==> src/rtl/ctk_pkg.sv <==
// Shared types, token codes and character class helpers for the C subset tokenizer.
package ctk_pkg;

	localparam int unsigned POSITION_BITS_DEF = 16;
	localparam int unsigned CHAR_W   = 8;
	localparam int unsigned KIND_W   = 6;
	localparam int unsigned VALUE_W  = 31;
	localparam int unsigned OFFS_W   = 16;
	localparam int unsigned NSKIP    = 4;
	localparam int unsigned CFG_IDX_W = 2;
	localparam int unsigned Q_DEPTH  = 4;
	localparam int unsigned Q_PTR_W  = $clog2(Q_DEPTH);
	localparam int unsigned Q_CNT_W  = Q_PTR_W + 1;

	localparam logic [VALUE_W-1:0] NUM_MAX = '1;

	localparam logic [CFG_IDX_W-1:0] CFG_SKIP_A = 2'd0;
	localparam logic [CFG_IDX_W-1:0] CFG_SKIP_B = 2'd1;
	localparam logic [CFG_IDX_W-1:0] CFG_SKIP_C = 2'd2;
	localparam logic [CFG_IDX_W-1:0] CFG_SKIP_D = 2'd3;

	localparam logic [CHAR_W-1:0] SKIP_A_RST = 8'd32;
	localparam logic [CHAR_W-1:0] SKIP_B_RST = 8'd10;
	localparam logic [CHAR_W-1:0] SKIP_C_RST = 8'd9;
	localparam logic [CHAR_W-1:0] SKIP_D_RST = 8'd13;

	localparam logic [KIND_W-1:0] TK_LPAR      = 6'd0;
	localparam logic [KIND_W-1:0] TK_RPAR      = 6'd1;
	localparam logic [KIND_W-1:0] TK_LBRC      = 6'd2;
	localparam logic [KIND_W-1:0] TK_RBRC      = 6'd3;
	localparam logic [KIND_W-1:0] TK_SEMI      = 6'd4;
	localparam logic [KIND_W-1:0] TK_COMMA     = 6'd5;
	localparam logic [KIND_W-1:0] TK_TILDE     = 6'd6;
	localparam logic [KIND_W-1:0] TK_DEC       = 6'd7;
	localparam logic [KIND_W-1:0] TK_MINUS     = 6'd8;
	localparam logic [KIND_W-1:0] TK_PLUS      = 6'd9;
	localparam logic [KIND_W-1:0] TK_STAR      = 6'd10;
	localparam logic [KIND_W-1:0] TK_SLASH     = 6'd11;
	localparam logic [KIND_W-1:0] TK_PERCENT   = 6'd12;
	localparam logic [KIND_W-1:0] TK_LAND      = 6'd13;
	localparam logic [KIND_W-1:0] TK_BAND      = 6'd14;
	localparam logic [KIND_W-1:0] TK_LOR       = 6'd15;
	localparam logic [KIND_W-1:0] TK_BOR       = 6'd16;
	localparam logic [KIND_W-1:0] TK_BXOR      = 6'd17;
	localparam logic [KIND_W-1:0] TK_NE        = 6'd18;
	localparam logic [KIND_W-1:0] TK_LNOT      = 6'd19;
	localparam logic [KIND_W-1:0] TK_SHL       = 6'd20;
	localparam logic [KIND_W-1:0] TK_LE        = 6'd21;
	localparam logic [KIND_W-1:0] TK_SHR       = 6'd22;
	localparam logic [KIND_W-1:0] TK_GE        = 6'd23;
	localparam logic [KIND_W-1:0] TK_LT        = 6'd24;
	localparam logic [KIND_W-1:0] TK_GT        = 6'd25;
	localparam logic [KIND_W-1:0] TK_EQ        = 6'd26;
	localparam logic [KIND_W-1:0] TK_KW_INT    = 6'd27;
	localparam logic [KIND_W-1:0] TK_KW_RETURN = 6'd28;
	localparam logic [KIND_W-1:0] TK_NUMBER    = 6'd29;
	localparam logic [KIND_W-1:0] TK_STRING    = 6'd30;
	localparam logic [KIND_W-1:0] TK_NAME      = 6'd31;
	localparam logic [KIND_W-1:0] TK_EOF       = 6'd32;
	localparam logic [KIND_W-1:0] TK_ERROR     = 6'd33;
	localparam logic [KIND_W-1:0] TK_NONE      = 6'd63;

	typedef enum logic [2:0] {
		MODE_IDLE,
		MODE_OP,
		MODE_NUMBER,
		MODE_STRING,
		MODE_NAME
	} mode_t;

	typedef struct packed {
		logic [KIND_W-1:0]  kind;
		logic [VALUE_W-1:0] value;
		logic               ovf;
		logic [OFFS_W-1:0]  start;
		logic [OFFS_W-1:0]  len;
		logic               last;
	} res_t;

	typedef struct packed {
		logic [1:0] cnt;
		res_t       r0;
		res_t       r1;
	} push_t;

	function automatic logic is_digit(input logic [CHAR_W-1:0] c);
		return c inside {["0":"9"]};
	endfunction

	function automatic logic is_alpha(input logic [CHAR_W-1:0] c);
		return c inside {["a":"z"], ["A":"Z"]};
	endfunction

	function automatic logic is_op_start(input logic [CHAR_W-1:0] c);
		return c inside {"-", "&", "|", "!", "<", ">", "="};
	endfunction

	function automatic logic [KIND_W-1:0] single_kind(input logic [CHAR_W-1:0] c);
		logic [KIND_W-1:0] k;
		case (c)
			"(": k = TK_LPAR;
			")": k = TK_RPAR;
			"{": k = TK_LBRC;
			"}": k = TK_RBRC;
			";": k = TK_SEMI;
			",": k = TK_COMMA;
			"~": k = TK_TILDE;
			"+": k = TK_PLUS;
			"*": k = TK_STAR;
			"/": k = TK_SLASH;
			"%": k = TK_PERCENT;
			"^": k = TK_BXOR;
			default: k = TK_NONE;
		endcase
		return k;
	endfunction

	function automatic logic [KIND_W-1:0] pair_kind(input logic [CHAR_W-1:0] f,
		input logic [CHAR_W-1:0] c);
		logic [KIND_W-1:0] k;
		k = TK_NONE;
		case (f)
			"-": if (c == "-") k = TK_DEC;
			"&": if (c == "&") k = TK_LAND;
			"|": if (c == "|") k = TK_LOR;
			"!": if (c == "=") k = TK_NE;
			"<": begin
				if (c == "<") k = TK_SHL;
				else if (c == "=") k = TK_LE;
			end
			">": begin
				if (c == ">") k = TK_SHR;
				else if (c == "=") k = TK_GE;
			end
			"=": if (c == "=") k = TK_EQ;
			default: k = TK_NONE;
		endcase
		return k;
	endfunction

	function automatic logic [KIND_W-1:0] lone_kind(input logic [CHAR_W-1:0] f);
		logic [KIND_W-1:0] k;
		case (f)
			"-": k = TK_MINUS;
			"&": k = TK_BAND;
			"|": k = TK_BOR;
			"!": k = TK_LNOT;
			"<": k = TK_LT;
			">": k = TK_GT;
			default: k = TK_ERROR;
		endcase
		return k;
	endfunction

	function automatic logic [3:0] word_len(input logic [CHAR_W-1:0] f);
		return (f == "i") ? 4'd3 : 4'd6;
	endfunction

	function automatic logic [CHAR_W-1:0] word_char(input logic [CHAR_W-1:0] f,
		input logic [3:0] k);
		logic [CHAR_W-1:0] w;
		if (f == "i") begin
			case (k[1:0])
				2'd0: w = "i";
				2'd1: w = "n";
				2'd2: w = "t";
				default: w = 8'd0;
			endcase
		end else begin
			case (k)
				4'd0: w = "r";
				4'd1: w = "e";
				4'd2: w = "t";
				4'd3: w = "u";
				4'd4: w = "r";
				4'd5: w = "n";
				default: w = 8'd0;
			endcase
		end
		return w;
	endfunction

endpackage

==> src/rtl/c_subset_tokenizer.sv <==
// Top level of the C subset tokenizer: skip-character registers, scanner and token queue.
// Flow: each byte is held in the scanner's input register and scanned combinationally;
//   its tokens go to the four-entry token queue, which offers them on the master side.
// Throughput: one byte per cycle while the queue has room for two tokens; a byte that
//   closes a token and is a one-byte token itself gives two, drained one per m_tready cycle.
// Reset: arst_n clears scan state, position and the queue at once; skip characters
//   return to 32, 10, 9 and 13.
module c_subset_tokenizer #(
	parameter int unsigned POSITION_BITS = ctk_pkg::POSITION_BITS_DEF
) (
	input  logic                            clk,
	input  logic                            arst_n,
	input  logic                            s_tvalid,
	output logic                            s_tready,
	input  logic [7:0]                      s_tdata,   // char_byte
	input  logic                            s_tuser,   // end_marker
	output logic                            m_tvalid,
	input  logic                            m_tready,
	output logic [63:0]                     m_tdata,   // number_value, number_overflow,
	                                                   // start_offset, token_length
	output logic [ctk_pkg::KIND_W-1:0]      m_tuser,   // token_kind
	output logic                            m_tlast,   // last_of_run
	input  logic                            cfg_we,
	input  logic [ctk_pkg::CFG_IDX_W-1:0]   cfg_index,
	input  logic [ctk_pkg::CHAR_W-1:0]      cfg_wdata
);

	logic [ctk_pkg::NSKIP-1:0][ctk_pkg::CHAR_W-1:0] skip_q;
	logic                                         room;
	ctk_pkg::push_t                               push;
	ctk_pkg::res_t                                head;

	always_ff @(posedge clk or negedge arst_n) begin
		if (!arst_n) begin
			skip_q[0] <= ctk_pkg::SKIP_A_RST;
			skip_q[1] <= ctk_pkg::SKIP_B_RST;
			skip_q[2] <= ctk_pkg::SKIP_C_RST;
			skip_q[3] <= ctk_pkg::SKIP_D_RST;
		end else if (cfg_we) begin
			case (cfg_index)
				ctk_pkg::CFG_SKIP_A: skip_q[0] <= cfg_wdata;
				ctk_pkg::CFG_SKIP_B: skip_q[1] <= cfg_wdata;
				ctk_pkg::CFG_SKIP_C: skip_q[2] <= cfg_wdata;
				ctk_pkg::CFG_SKIP_D: skip_q[3] <= cfg_wdata;
				default: ;
			endcase
		end
	end

	ctk_scan #(
		.POSITION_BITS(POSITION_BITS)
	) u_scan (
		.clk      (clk),
		.arst_n   (arst_n),
		.in_valid (s_tvalid),
		.in_ready (s_tready),
		.in_char  (s_tdata),
		.in_end   (s_tuser),
		.skip     (skip_q),
		.room     (room),
		.push     (push)
	);

	ctk_outq u_outq (
		.clk       (clk),
		.arst_n    (arst_n),
		.push      (push),
		.room      (room),
		.out_valid (m_tvalid),
		.out_ready (m_tready),
		.out_res   (head)
	);

	assign m_tdata = {head.len, head.start, head.ovf, head.value};
	assign m_tuser = head.kind;
	assign m_tlast = head.last;

endmodule

==> src/rtl/ctk_scan.sv <==
// Input register and per-byte scan step: updates lexer state, produces up to two tokens.
module ctk_scan #(
	parameter int unsigned POSITION_BITS = ctk_pkg::POSITION_BITS_DEF
) (
	input  logic                                         clk,
	input  logic                                         arst_n,
	input  logic                                         in_valid,
	output logic                                         in_ready,
	input  logic [ctk_pkg::CHAR_W-1:0]                   in_char,
	input  logic                                         in_end,
	input  logic [ctk_pkg::NSKIP-1:0][ctk_pkg::CHAR_W-1:0] skip,
	input  logic                                         room,
	output ctk_pkg::push_t                               push
);

	logic                          valid_s1;
	logic [ctk_pkg::CHAR_W-1:0]    char_s1;
	logic                          end_s1;
	logic                          adv;

	ctk_pkg::mode_t                mode_q, mode_d;
	logic [ctk_pkg::CHAR_W-1:0]    pf_q, pf_d;
	logic [3:0]                    kp_q, kp_d;
	logic [POSITION_BITS-1:0]      pos_q, pos_d;
	logic [POSITION_BITS-1:0]      ts_q, ts_d;
	logic [ctk_pkg::VALUE_W-1:0]   acc_q, acc_d;
	logic                          sat_q, sat_d;

	ctk_pkg::res_t                 fa, fb;
	logic                          fa_v, fb_v;

	assign adv      = valid_s1 && room;
	assign in_ready = !valid_s1 || room;

	always_ff @(posedge clk or negedge arst_n) begin
		if (!arst_n) begin
			valid_s1 <= 1'b0;
		end else if (in_ready) begin
			valid_s1 <= in_valid;
		end
	end

	always_ff @(posedge clk) begin
		if (in_valid && in_ready) begin
			char_s1 <= in_char;
			end_s1  <= in_end;
		end
	end

	always_ff @(posedge clk or negedge arst_n) begin
		if (!arst_n) begin
			mode_q <= ctk_pkg::MODE_IDLE;
			pf_q   <= '0;
			kp_q   <= '0;
			pos_q  <= '0;
			ts_q   <= '0;
			acc_q  <= '0;
			sat_q  <= 1'b0;
		end else if (adv) begin
			mode_q <= mode_d;
			pf_q   <= pf_d;
			kp_q   <= kp_d;
			pos_q  <= pos_d;
			ts_q   <= ts_d;
			acc_q  <= acc_d;
			sat_q  <= sat_d;
		end
	end

	always_comb begin
		logic [ctk_pkg::CHAR_W-1:0]  c;
		logic [POSITION_BITS-1:0]    len;
		logic [POSITION_BITS-1:0]    str_start;
		logic [POSITION_BITS-1:0]    str_len;
		logic [ctk_pkg::KIND_W-1:0]  pk;
		logic [ctk_pkg::KIND_W-1:0]  sk;
		logic [34:0]                 mac;
		logic [3:0]                  kp_inc;
		logic                        done;
		logic                        skip_hit;
		ctk_pkg::res_t               flush_r;
		logic                        flush_v;

		c         = char_s1;
		len       = pos_q - ts_q;
		str_start = ts_q + POSITION_BITS'(1);
		str_len   = pos_q - ts_q - POSITION_BITS'(1);
		pk        = ctk_pkg::pair_kind(pf_q, c);
		sk        = ctk_pkg::single_kind(c);
		mac       = 35'({acc_q, 3'b000}) + 35'({acc_q, 1'b0}) + 35'(c[3:0]);
		kp_inc    = kp_q + 4'd1;
		done      = 1'b0;
		skip_hit  = (c == skip[0]) || (c == skip[1]) || (c == skip[2]) || (c == skip[3]);

		mode_d = mode_q;
		pf_d   = pf_q;
		kp_d   = kp_q;
		pos_d  = pos_q;
		ts_d   = ts_q;
		acc_d  = acc_q;
		sat_d  = sat_q;
		fa     = '0;
		fb     = '0;
		fa_v   = 1'b0;
		fb_v   = 1'b0;

		// token in progress, closed at the current position
		flush_r       = '0;
		flush_r.start = 16'(ts_q);
		flush_r.len   = 16'(len);
		flush_v       = 1'b1;
		case (mode_q)
			ctk_pkg::MODE_OP: begin
				flush_r.kind = ctk_pkg::lone_kind(pf_q);
				flush_r.len  = 16'd1;
			end
			ctk_pkg::MODE_NUMBER: begin
				flush_r.kind  = ctk_pkg::TK_NUMBER;
				flush_r.value = acc_q;
				flush_r.ovf   = sat_q;
			end
			ctk_pkg::MODE_STRING: flush_r.kind = ctk_pkg::TK_ERROR;
			ctk_pkg::MODE_NAME:   flush_r.kind = ctk_pkg::TK_NAME;
			default:              flush_v = 1'b0;
		endcase

		if (end_s1) begin
			fa      = flush_r;
			fa_v    = flush_v;
			fb.kind = ctk_pkg::TK_EOF;
			fb.start = 16'(pos_q);
			fb_v    = 1'b1;
			mode_d  = ctk_pkg::MODE_IDLE;
			pf_d    = '0;
			kp_d    = '0;
			acc_d   = '0;
			sat_d   = 1'b0;
			pos_d   = '0;
			ts_d    = '0;
		end else begin
			case (mode_q)
				ctk_pkg::MODE_OP: begin
					if (pk != ctk_pkg::TK_NONE) begin
						fa.kind  = pk;
						fa.start = 16'(ts_q);
						fa.len   = 16'd2;
						done     = 1'b1;
					end else begin
						fa = flush_r;
					end
					fa_v = 1'b1;
				end
				ctk_pkg::MODE_NUMBER: begin
					if (ctk_pkg::is_digit(c)) begin
						if (mac > 35'(ctk_pkg::NUM_MAX)) begin
							acc_d = ctk_pkg::NUM_MAX;
							sat_d = 1'b1;
						end else begin
							acc_d = mac[ctk_pkg::VALUE_W-1:0];
						end
						done = 1'b1;
					end else begin
						fa   = flush_r;
						fa_v = 1'b1;
					end
				end
				ctk_pkg::MODE_STRING: begin
					if (c == "\"") begin
						fa.kind  = ctk_pkg::TK_STRING;
						fa.start = 16'(str_start);
						fa.len   = 16'(str_len);
						fa_v     = 1'b1;
					end
					done = 1'b1;
				end
				ctk_pkg::MODE_NAME: begin
					if (kp_q != 4'd0 && c == ctk_pkg::word_char(pf_q, kp_q)) begin
						kp_d = kp_inc;
						if (kp_inc >= ctk_pkg::word_len(pf_q)) begin
							fa.kind  = (pf_q == "i") ? ctk_pkg::TK_KW_INT
								: ctk_pkg::TK_KW_RETURN;
							fa.start = 16'(ts_q);
							fa.len   = 16'(ctk_pkg::word_len(pf_q));
							fa_v     = 1'b1;
						end
						done = 1'b1;
					end else if (ctk_pkg::is_alpha(c)) begin
						kp_d = '0;
						done = 1'b1;
					end else begin
						fa   = flush_r;
						fa_v = 1'b1;
					end
				end
				default: ;
			endcase

			// a closed token or a byte not taken returns the scanner to idle before any restart
			if (fa_v) begin
				mode_d = ctk_pkg::MODE_IDLE;
				pf_d   = '0;
				kp_d   = '0;
				acc_d  = '0;
				sat_d  = 1'b0;
			end else if (!done) begin
				mode_d = ctk_pkg::MODE_IDLE;
				pf_d   = '0;
				kp_d   = '0;
				acc_d  = '0;
				sat_d  = 1'b0;
			end

			if (!done && !skip_hit) begin
				if (sk != ctk_pkg::TK_NONE) begin
					fb.kind  = sk;
					fb.start = 16'(pos_q);
					fb.len   = 16'd1;
					fb_v     = 1'b1;
				end else begin
					ts_d = pos_q;
					if (ctk_pkg::is_op_start(c)) begin
						mode_d = ctk_pkg::MODE_OP;
						pf_d   = c;
					end else if (ctk_pkg::is_digit(c)) begin
						mode_d = ctk_pkg::MODE_NUMBER;
						acc_d  = ctk_pkg::VALUE_W'(c[3:0]);
						sat_d  = 1'b0;
					end else if (c == "\"") begin
						mode_d = ctk_pkg::MODE_STRING;
					end else if (ctk_pkg::is_alpha(c)) begin
						mode_d = ctk_pkg::MODE_NAME;
						if (c == "i" || c == "r") begin
							pf_d = c;
							kp_d = 4'd1;
						end else begin
							kp_d = '0;
						end
					end else begin
						fb.kind  = ctk_pkg::TK_ERROR;
						fb.start = 16'(pos_q);
						fb.len   = 16'd1;
						fb_v     = 1'b1;
					end
				end
			end
			pos_d = pos_q + POSITION_BITS'(1);
		end
	end

	always_comb begin
		push = '0;
		if (adv) begin
			if (fa_v) begin
				push.r0      = fa;
				push.r0.last = !fb_v;
				push.r1      = fb;
				push.r1.last = 1'b1;
				push.cnt     = fb_v ? 2'd2 : 2'd1;
			end else if (fb_v) begin
				push.r0      = fb;
				push.r0.last = 1'b1;
				push.cnt     = 2'd1;
			end
		end
	end

	a_eof_last: assert property (@(posedge clk) disable iff (!arst_n)
		adv && end_s1 |-> (push.cnt == 2'd1 && push.r0.kind == ctk_pkg::TK_EOF) ||
			(push.cnt == 2'd2 && push.r1.kind == ctk_pkg::TK_EOF))
		else $error("end marker did not close with end of file");

	a_pos_restart: assert property (@(posedge clk) disable iff (!arst_n)
		adv && end_s1 |=> pos_q == '0 && mode_q == ctk_pkg::MODE_IDLE)
		else $error("position not restarted after end of file");

	a_push_room: assert property (@(posedge clk) disable iff (!arst_n)
		push.cnt != 2'd0 |-> room && valid_s1)
		else $error("tokens pushed without queue room");

endmodule

==> src/rtl/ctk_outq.sv <==
// Four-entry token queue: takes up to two tokens per cycle, hands out one per request.
module ctk_outq (
	input  logic           clk,
	input  logic           arst_n,
	input  ctk_pkg::push_t push,
	output logic           room,
	output logic           out_valid,
	input  logic           out_ready,
	output ctk_pkg::res_t  out_res
);

	ctk_pkg::res_t                 mem_q [ctk_pkg::Q_DEPTH];
	logic [ctk_pkg::Q_PTR_W-1:0]   wp_q, rp_q;
	logic [ctk_pkg::Q_CNT_W-1:0]   cnt_q;
	logic                          pop;
	logic [ctk_pkg::Q_PTR_W-1:0]   wp_nx;

	assign room      = cnt_q <= ctk_pkg::Q_CNT_W'(ctk_pkg::Q_DEPTH - 2);
	assign out_valid = cnt_q != '0;
	assign out_res   = mem_q[rp_q];
	assign pop       = out_valid && out_ready;
	assign wp_nx     = wp_q + ctk_pkg::Q_PTR_W'(1);

	always_ff @(posedge clk) begin
		if (push.cnt != 2'd0) mem_q[wp_q] <= push.r0;
		if (push.cnt == 2'd2) mem_q[wp_nx] <= push.r1;
	end

	always_ff @(posedge clk or negedge arst_n) begin
		if (!arst_n) begin
			wp_q  <= '0;
			rp_q  <= '0;
			cnt_q <= '0;
		end else begin
			wp_q  <= wp_q + ctk_pkg::Q_PTR_W'(push.cnt);
			rp_q  <= rp_q + ctk_pkg::Q_PTR_W'(pop);
			cnt_q <= cnt_q + ctk_pkg::Q_CNT_W'(push.cnt) - ctk_pkg::Q_CNT_W'(pop);
		end
	end

	a_no_overflow: assert property (@(posedge clk) disable iff (!arst_n)
		cnt_q <= ctk_pkg::Q_CNT_W'(ctk_pkg::Q_DEPTH))
		else $error("token queue overflow");

	a_count_track: assert property (@(posedge clk) disable iff (!arst_n)
		push.cnt == 2'd0 && pop |=> cnt_q == $past(cnt_q) - ctk_pkg::Q_CNT_W'(1))
		else $error("token queue count lost a request");

endmodule
==> config.mk <==
export PLATFORM = sky130hd
export DESIGN_NAME = c_subset_tokenizer
export DESIGN_NICKNAME = d
export VERILOG_FILES = /design/src/rtl/ctk_pkg.sv /design/src/rtl/c_subset_tokenizer.sv /design/src/rtl/ctk_scan.sv /design/src/rtl/ctk_outq.sv
export SDC_FILE = /design/constraint.sdc
export NUM_CORES = 1
export LEC_CHECK = 0
export BUFFER_PORTS_ARGS = -buffer_cell sky130_fd_sc_hd__clkbuf_2
export CAP_MARGIN = 25
export CORE_MARGIN = 1
export CORE_UTILIZATION = 54
export CTS_BUF_LIST = sky130_fd_sc_hd__clkbuf_16
export CTS_CLUSTER_DIAMETER = 30
export CTS_CLUSTER_SIZE = 20
export DETAILED_ROUTE_END_ITERATION = 7
export PLACE_DENSITY = 0.71
export REMOVE_ABC_BUFFERS = 1
export SYNTH_ARGS = -nofsm -noshare
export SYNTH_HDL_FRONTEND = slang
export SYNTH_SLANG_ARGS = --single-unit
==> constraint.sdc <==
create_clock -name clk -period 7.95 [get_ports clk]
set_input_delay 0.795 -clock clk [delete_from_list [all_inputs] [get_ports clk]]
set_output_delay 0.795 -clock clk [all_outputs]
set_load 0.03 [all_outputs]
==> results.toml <==
[routing]
dr.pass1.iters = 8
viasPerCell = 6.57
num_vias = 18400
drc = 7
drt_iter0_markers = 1638
antenna_left = 0
wl_per_cell_um = 22.6
wirelength_mm = 63.4

[placement]
portBuffers = 96
placedInstanceArea_um2 = 23500
routabilityCongestion = 0.935
post-dp-hpwl_mm = 42.0

[clocking]
clk_latency_ns = 0.63
cts_sinks = 412
cts_buffers = 83
clk_transition_reported_paths_ns = 0.05
post_cts_buffers = 0
h-tree-depth = 3
cts_tree = "done"
hold_buffers = 0
ctsResizeCount = 0
cts_buffer_depth = 3
clock-root-buffer = "clkbuf_16"

[critical_path]
cp.arrival_ns = 6.76
regToRegStartpoint = "u_scan.pf_q[1]$_DFFE_PN0P_"
crit_path_max_incr_delay_ns = 0.70
r2r_slack_ns = 1.64
crit_path_frequent_cell = "o21ai_1"
r2r-end = "u_outq.mem_q[0][69]$_DFFE_PP_"
slowest_stage = "nor4_2"
cp-end-kind = "flip-flop"
worstPathCellList = "and3b_1, and4b_1, mux2i_1, xnor2_1, nor4_2, a21oi_1, o21ai_1, o21ai_1, ha_1, o21ai_1, or3_1, nor3_2, buf_4, nand2_1, o221ai_1"
cp-start-kind = "flip-flop"
crit_fanout = 13
criticalPathCategory = "reg -> reg"
r2r_cells = 15
required_ns = 8.40

[grt]
track_usage_pct = 30.0
busiest_layer = "met2"
overflow = 0
use_met1_pct = 40.4
grt_pass1_vias = 18000
grt_max_degree = 80
grt_pass1_wl_mm = 99.1
met3_usage_pct = 7.63
antenna_found_initial = 0
use_met2_pct = 46.7

[pwr]
power_density_nw_per_um2 = 335
p_leak_nw = 10.7
peakVddDrop_uv = 289

[yosys]
syn-cell-area_um2 = 22700
synth_edf_count = 105
muxShareOfSynthArea_pct = 9.16
post-synth-top-area-fraction_pct = 16.6
synth_area_leaders = "dfxtp_1 (17%), edfxtp_1 (14%), dfrtp_1 (12%)"
synth_cells = 2119
yosysUniqueCellTypes = 91
synth_compound_area_share_pct = 22.2
avgSynthCellArea_um2 = 10.7
ys.flop_type = "dfxtp_1"
synth_simple_gate_area_share_pct = 11.7
async_reset_ff_share_pct = 28.9
yosys_warnings = 0
ys_ff_latch = 412
seq_area_frac_synth_pct = 43.7
yosysTopAreaCell = "dfxtp_1"
synthXorXnorAreaFrac_pct = 4.00
synth_top_family_by_area = "compound AO/OA/AOI/OAI gates"
synthAdderAreaFrac_pct = 5.48

[die]
die_width_um = 207
die_area_um2 = 42800
pin_count = 97
die_h_um = 207
start_util_pct = 55.2
core_area_um2 = 41100
core.rowCount = 74

[job]
max-cap-violations = 0

[sta]
finalClockSkew_ns = 0.0577
fin_crit_sh_pct = 79.4
rsz0062_at_grt = "false"
slew_violations = 0
worst_slew_pin_slew_ns = 1.13
final.setup.tns_ns = 0
setup_viol = 0
period_minus_slack_ns = 6.31
slew_headroom_pct = 24.4
fmax_ghz = 0.158
finalHoldViolCount = 0

[outcome]
violations = "design-rule violations"
status = "complete, but fails checks"

[layout]
fin_area_um2 = 26400
fin_nets = 2323
antenna_cells = 0
final_common_cell = "a22o_1"
synthToLayoutAreaGrowth_pct = 16.6
final_cell_mix = "a22o_1 (206), dfxtp_1 (188), nand2_1 (138)"
drive_gt1_share_pct = 18.6

[hold_path]
worstHoldPathType = "in -> async"
==> synthesized netlist by cell type (60+ instances only) <==
| master | number |
|---|---|
| xor2_1 | 61 |
| o2bb2ai_1 | 80 |
| ha_1 | 93 |
| o21ai_0 | 87 |
| mux4_2 | 71 |
| a22o_1 | 206 |
| nand2_1 | 138 |
| dfxtp_1 | 188 |
| dfrtp_1 | 111 |
| nor2_1 | 138 |
| a21oi_1 | 91 |
| clkbuf_1 | 93 |
| edfxtp_1 | 105 |
| inv_1 | 60 |
==> worst max-delay path by stage <==
stage,start,endpoint,slack [ns],cells after the start
4_1_cts,u_scan.pf_q[1]$_DFFE_PN0P_,u_outq.mem_q[0][69]$_DFFE_PP_,1.26,15
3_5_place_dp,u_scan.pf_q[1]$_DFFE_PN0P_,u_outq.mem_q[0][69]$_DFFE_PP_,1.29,15
5_1_grt,u_scan.pf_q[1]$_DFFE_PN0P_,u_outq.mem_q[0][69]$_DFFE_PP_,1.12,15
2_1_floorplan,u_scan.pf_q[1]$_DFFE_PN0P_,u_outq.mem_q[1][0]$_DFFE_PP_,0.75,13
6_report,u_scan.pf_q[1]$_DFFE_PN0P_,u_outq.mem_q[0][69]$_DFFE_PP_,1.64,15
3_3_place_gp,u_scan.pf_q[1]$_DFFE_PN0P_,u_outq.mem_q[0][69]$_DFFE_PP_,1.56,15
==> stage by stage <==
| stage | utilization, % | total power, mW | setup WS, ns | hold WS (ns) | cells |
|---|---|---|---|---|---|
| finish | 64.3 | 8.86 | 1.64 | 0.0490 | 2804 |
| global route | 64.3 | 9.24 | 1.12 | 0.0395 | 2804 |
| CTS | 64.2 | 8.84 | 1.26 | 0.327 | 2798 |
| detailed placement | 57.2 | 5.36 | 1.29 | 0.448 | 2643 |
| global placement | 57.2 | 5.32 | 1.56 | 0.431 | 2642 |
| floorplan | - | 4.48 | 0.749 | 0.420 | 1981 |
==> per-layer routing <==
| layer | part of all wire, % | vias up | wire [µm] |
|---|---|---|---|
| met5 | 0 | - | 0 |
| met2 | 46 | 837 | 29200 |
| met4 | 2.6 | 0 | 1640 |
| li1 | - | 8335 | - |
| met1 | 42 | 9113 | 26900 |
| met3 | 9.1 | 127 | 5780 |
==> cells by family (layout without fill, tap and decap cells) <==
kind of cell / count (synthesis) / in the layout
AOI/OAI and AO/OA: 668 / 668
DFF: 412 / 412
adders and majority gates: 97 / 97
buffers and inverters: 199 / 352
xor gates and xnor gates: 102 / 102
and+or+nand+nor: 527 / 527
muxes: 114 / 114
==> power by group <==
| group | internal (mW) | switching, mW | total, mW |
|---|---|---|---|
| logic | 0.930 | 1.84 | 2.77 |
| registers | 2.40 | 0.233 | 2.63 |
| clock network | 2.29 | 1.17 | 3.46 |
| total | 5.62 | 3.24 | 8.86 |
==> final cells by class <==
cell class	count	area (µm²)
clock buffers	84	2100
clock inverters	71	746
fillers	3206	14700
inverters	61	229
multi-input cells	1508	12000
flip-flops and latches	412	9910
well taps	532	666
repair buffers	136	808
==> registers in the layout, indices dropped and copies added (netlist names) <==
register	count
u_outq.rp_q	2
u_outq.mem_q	284
u_scan.pos_q	16
u_scan.end_s1	1
u_outq.wp_q	2
u_scan.char_s1	8
u_scan.acc_q	31
u_scan.pf_q	8
u_scan.valid_s1	1
u_outq.cnt_q	3
u_scan.mode_q	3
skip_q	32
u_scan.ts_q	16
u_scan.kp_q	4
u_scan.sat_q	1
==> worst max-delay path: cells and delay by family (launching register included) <==
family,cells,cell delay (ns)
compound gates,5,1.43
buf+inv,1,0.34
flops,1,0.50
fa+ha+maj,1,0.49
simple gates,6,2.98
xor+xnor,1,0.10
mux,1,0.30
No activity file was read; power rests on OpenSTA's default activity.
